### src/rtl/core/three_stacks_shared_memory_macros.svh
// ----------------------------------------------------------------------------
// three_stacks_shared_memory_macros
// assertion macros for the shared-memory stack block
// ----------------------------------------------------------------------------
`ifndef THREE_STACKS_SHARED_MEMORY_MACROS_SVH
`define THREE_STACKS_SHARED_MEMORY_MACROS_SVH

`ifndef NO_ASSERTIONS

// same-cycle implication
`define TSSM_ASSERT_SAME(label, clk, rst, ante, cons, msg) \
   label: assert property (@(posedge clk) disable iff (rst) (ante) |-> (cons)) else $error(msg);

// next-cycle implication
`define TSSM_ASSERT_NEXT(label, clk, rst, ante, cons, msg) \
   label: assert property (@(posedge clk) disable iff (rst) (ante) |=> (cons)) else $error(msg);

`else

`define TSSM_ASSERT_SAME(label, clk, rst, ante, cons, msg)
`define TSSM_ASSERT_NEXT(label, clk, rst, ante, cons, msg)

`endif

`endif

### src/rtl/core/tssm_pkg.sv
// ----------------------------------------------------------------------------
// tssm_pkg
// types and constants shared by the shared-memory stack block
// ----------------------------------------------------------------------------
`default_nettype none

package tssm_pkg;

   localparam int NUM_STACKS = 3;

   typedef enum logic {
      OP_PUSH = 1'b0,
      OP_POP  = 1'b1
   } op_type;

   typedef enum logic [1:0] {
      ST_DONE  = 2'd0,
      ST_FULL  = 2'd1,
      ST_EMPTY = 2'd2
   } status_type;

   typedef struct packed {
      logic               operation;
      logic [1:0]         stack_select;
      logic signed [31:0] push_value;
   } req_type;

   typedef struct packed {
      logic signed [31:0] pop_value;
      logic [1:0]         status;
      logic [2:0]         empty_mask;
   } rsp_type;

   // controller to datapath commands
   typedef struct packed {
      logic capture;
      logic execute;
      logic load;
   } cmd_type;

endpackage

`default_nettype wire

### src/rtl/core/tssm_ctrl.sv
// ----------------------------------------------------------------------------
// tssm_ctrl
// sequencer for one request at a time and the result valid flag
// ----------------------------------------------------------------------------
`default_nettype none

module tssm_ctrl
   import tssm_pkg::*;
(
   input  wire logic clock,
   input  wire logic reset,
   input  wire logic req_valid,
   output logic      req_ready,
   output logic      rsp_valid,
   input  wire logic rsp_ready,
   output cmd_type   cmd
);

   typedef enum logic [1:0] {
      S_IDLE,
      S_EXEC,
      S_LOAD
   } state_type;

   state_type state_ff;
   logic      rsp_valid_ff;
   logic      out_free;

   assign out_free    = !rsp_valid_ff || rsp_ready;
   assign req_ready   = (state_ff == S_IDLE);
   assign rsp_valid   = rsp_valid_ff;
   assign cmd.capture = req_valid && (state_ff == S_IDLE);
   assign cmd.execute = (state_ff == S_EXEC);
   assign cmd.load    = (state_ff == S_LOAD) && out_free;

   always_ff @(posedge clock) begin
      if (reset) begin
         state_ff     <= S_IDLE;
         rsp_valid_ff <= 1'b0;
      end else begin
         if (cmd.load) begin
            rsp_valid_ff <= 1'b1;
         end else if (rsp_ready) begin
            rsp_valid_ff <= 1'b0;
         end
         unique case (state_ff)
            S_IDLE: begin
               if (req_valid) begin
                  state_ff <= S_EXEC;
               end
            end
            S_EXEC: begin
               state_ff <= S_LOAD;
            end
            S_LOAD: begin
               if (out_free) begin
                  state_ff <= S_IDLE;
               end
            end
            default: begin
               state_ff <= S_IDLE;
            end
         endcase
      end
   end

endmodule

`default_nettype wire
### config.mk
export PLATFORM = sky130hd
export DESIGN_NAME = tssm_ctrl
export DESIGN_NICKNAME = d
export VERILOG_FILES = /design/src/rtl/core/three_stacks_shared_memory_macros.svh /design/src/rtl/core/tssm_pkg.sv /design/src/rtl/core/tssm_ctrl.sv
export SDC_FILE = /design/constraint.sdc
export NUM_CORES = 1
export LEC_CHECK = 0
export BUFFER_PORTS_ARGS = -buffer_cell sky130_fd_sc_hd__buf_2
export CAP_MARGIN = 20
export CORE_AREA = 3 3 40 42
export CTS_BUF_LIST = sky130_fd_sc_hd__clkbuf_8
export DETAILED_ROUTE_END_ITERATION = 8
export DIE_AREA = 0 0 43 45
export SLEW_MARGIN = 30
export SYNTH_ARGS = -nofsm -noshare
export SYNTH_HDL_FRONTEND = slang
export SYNTH_SLANG_ARGS = --single-unit
### constraint.sdc
create_clock -name clock -period 2.65 [get_ports clock]
set_input_delay 0.53 -clock clock [delete_from_list [all_inputs] [get_ports clock]]
set_output_delay 0.53 -clock clock [all_outputs]
set_load 0.05 [all_outputs]
Word-level counts from Yosys, hierarchy flattened:

Index checks and enable logic that the tools add are counted.

* memory bits (writable): 0
* flip-flop bits (word level): 3
* input bits: 4
* logic and storage cells: 18
* memories: 0
* latch bits: 0
* ROM bits: 0
* output and inout port bits: 5

* div/mod/pow operators: 0
* add/sub/neg operators: 0
* order comparisons: 0
* reduce and logical (&&, ||, !) cells: 7
* mux-type cells: 5
* equality and inequality tests: 4
* multiply operators: 0
* bitwise gates (word level): 0
* shifts and indexed selects: 0

Operators with widths (number)
* $pmux 2 s3: 1
* $mux 2: 2
* $ne 2x2->1 const B: 2
* $eq 2x1->1 const B: 1
* $eq 2x2->1 const B: 1
* $logic_and 1x1->1: 2
* $logic_not 2->1: 1
* $mux 1: 2
* $reduce_and 2->1: 1
* $reduce_bool 2->1: 1
* $logic_not 1->1: 1
* $logic_or 1x1->1: 1

Logic depth before layout (Yosys ltp):

* depth in word-level cells: 4
* depth in mapped cells: 2
* depth with buffers taken out: 2

Least setup slack after synthesis:

No wires, ideal clock.

* path type: input port to output port
* start point: input port rsp_ready
* end point: output port cmd[0] in the netlist's numbering
* path buffers: 0
* setup slack: 768 ps
* cell stages on the path: 2
* data required time: 2120 ps
* arrival: 1352 ps
* cell sequence: nand2b_1 nor2b_1

RTL lines
* start, declared: line tssm_ctrl.sv:15 `input wire logic rsp_ready,`
* end, declared: line tssm_ctrl.sv:16 `output cmd_type cmd`

==> impl_metrics.csv <==
group,metric,value,unit
logic_synthesis,synthTopCellsByArea,"dfxtp_1 (43%), and4bb_1 (9.0%), nand2b_1 (9.0%)",
sta,slew_headroom,0.8333,
logic_synthesis,syn-instance-count,13,
place,dp.cells,36,
logic_synthesis,seq_area_frac_synth,0.4324,
logic_synthesis,synthTopCellsByCount,"dfxtp_1 (3), nand2b_1 (2), nor2b_1 (2)",
power,total_power,207.9,µW
sta,fin_crit_sh,0.6126,
drt,ant_nets,0,
clock_network,clock-sinks,3,
layout,diodes,0,
worst_setup_path,critPathLaunchType,"input pin",
logic_synthesis,avgSynthCellArea,10.68,µm²
clock_network,cts_tree,"built",
sta,rsz0062_at_grt,"no",
global_route,grt_start_max_net_pins,6,
worst_setup_path,slowest_stage,"buf_2",
floorplanning,initial_core_util,0.1081,
clock_network,cts_setup_buffers,0,
worst_setup_path,crit_type,"in2out",
hold_path,min_path_type,"reg2reg",
floorplanning,die_x,43,µm
clock_network,cts_repair_resize_count,0,
power,irDropWorstVdd,149.9,µV
worst_setup_path,critPathMaxFanout,2,
power,powerDensity,856.5,mW/mm²
drt,drt_wl_total,323,µm
worst_setup_path,cp.arrival,1.09,ns
worst_setup_path,critical_path_buf_inv_count,2,
layout,nets,30,
drt,remaining_drc_errors,0,
drt,first_pass_iters,3,
sta,finalCriticalPeriod,1.623,ns
worst_setup_path,crit_family,"buffers and inverters",
drt,vias_per_cell,3.150,
clock_network,ctsHtreeMaxLevel,1,
run,maxCapViolations,0,
worst_setup_path,slowest_delay,0.26,ns
layout,layout-drive-gt1-share,0.5200,
layout,stdcell_area,242.7,µm²
clock_network,clk_path_buf_depth,2,
sta,finClkSkew,0.001235,ns
logic_synthesis,synth_edf_count,0,
global_route,antenna_found_initial,0,
global_route,grt_pass1_vias,126,
logic_synthesis,yosys_warnings,0,
place,port_buffers,8,
floorplanning,die_area,0.001935,mm²
sta,tightestPinTransition,0.2518,ns
layout,instances_no_fill,40,
worst_setup_path,crit_top_cell,"buf_2",
sta,setup_viol,0,
power,leakagePower,0.1239,nW
global_route,grt-ovfl-total,0,
sta,fmax,616.0,MHz
worst_setup_path,required,2.12,ns
logic_synthesis,async_flop_share,0,
floorplanning,dieHeight,45,µm
drt,vias,126,
clock_network,numCtsBuffers,3,
logic_synthesis,synth_cell_types,9,
clock_network,cts_hold_buf,0,
global_route,grt_use_total,0.04572,
clock_network,clockRootBuffer,"clkbuf_8",
logic_synthesis,yosysTopAreaCell,"dfxtp_1",
worst_setup_path,path_cells,"buf_2 > nand2b_1 > nor2b_1 > buf_2",
logic_synthesis,ys_seq_elements,3,
drt,post_drt_wl_per_cell,8.075,µm
global_route,grt_pass1_wl,496,µm
outcome,status,"complete, no violations",
clock_network,clkTransAtPathRegs,0.03,ns
clock_network,clk_latency,0.21,ns
sta,slew_violations,0,
drt,first_iter_violations,2,
layout,area_delta_synth_final,74.78,%
logic_synthesis,synth_nets,17,
worst_setup_path,reg2regPathDepth,2,
logic_synthesis,synth_top_area_share,0.4324,
place,place_congestion,0.6123,
worst_setup_path,critPathCaptureType,"primary output",
logic_synthesis,ys.flop_type,"dfxtp_1",
logic_synthesis,yosysMostFrequentCell,"dfxtp_1",
floorplanning,rows,13,
worst_setup_path,cp.depth,4,
floorplanning,io_pins,9,
floorplanning,coreArea,0.001285,mm²
hold_path,worstHoldPathCells,2,
sta,finalHoldViolations,0,
place,dpl_cell_area,197.7,µm²
sta,fin_tns_setup,0,ns
logic_synthesis,synthesis.area,138.9,µm²
==> registers in the layout (all words and copies together) (netlist names) <==
name       cells
state_ff       2
rsp_valid      1
==> cell usage in the layout, fill, tap and decap left out <==
cell / count
inv_1: 1
nor3b_2: 1
clkbuf_8: 3
a21oi_1: 1
dfxtp_1: 3
and4bb_1: 1
nor2b_1: 2
and2b_4: 1
nor2_1: 1
buf_2: 8
o21ba_1: 1
nand2b_1: 2
==> path summary, 6_finish.rpt <==
check | startpoint | slack, ns | end
setup / recovery | rsp_ready | 1.03 | cmd[0]
hold / removal | rsp_valid$_SDFFE_PP0P_ | 0.48 | rsp_valid$_SDFFE_PP0P_
setup reg to reg | state_ff[1]$_SDFFE_PP0P_ | 1.77 | state_ff[1]$_SDFFE_PP0P_
hold reg to reg | rsp_valid$_SDFFE_PP0P_ | 0.48 | rsp_valid$_SDFFE_PP0P_
==> kinds of logic (layout without fill, tap and decap cells) <==
logic type / count (synthesis) / count (layout) / share of synthesized area
compound gates: 2 / 2 / 0.1081
buf+inv: 0 / 12 / 0
flops: 3 / 3 / 0.4324
simple gates: 8 / 8 / 0.4594
==> layer usage <==
metal / routed length (µm) / up-vias / GRT usage
li1: - / 67 / -
met1: 114 / 53 / 0.02638
met2: 166 / 6 / 0.05689
met3: 42 / 0 / 0.05179
met4: 0 / 0 / 0.07229
met5: 0 / - / 0
==> worst register-to-register path, stage by stage (launching register included) <==
cell and delay [ns]:
dfxtp_1 0.39, and2b_4 0.21, o21ba_1 0.17
==> report_power, final <==
group / total (mW) / internal (mW) / switching [mW]
clock network: 0.127 / 0.0984 / 0.0285
registers: 0.0500 / 0.0477 / 0.00238
logic: 0.0310 / 0.00981 / 0.0212
==> stage by stage <==
stage | util | hold WS, ns | setup WS, ns
6_report | 0.1889 | 0.4834 | 1.027
5_1_grt | 0.1889 | 0.5137 | 0.9851
4_1_cts | 0.1889 | 0.4900 | 1.013
3_5_place_dp | 0.1538 | 0.4847 | 1.013
3_3_place_gp | 0.1538 | 0.4924 | 1.017
2_1_floorplan | - | 0.5078 | 0.7681
==> cell type report <==
cell class                      count  area, µm²
Sequential cell                     3      60.06
Tap cell                           15      18.77
Timing Repair Buffer                8      40.04
Clock buffer                        3      41.29
Fill cell                         154       1042
Multi-Input combinational cell     10      78.83
Clock inverter                      1      3.754
No activity file was read; power rests on OpenSTA's default activity.
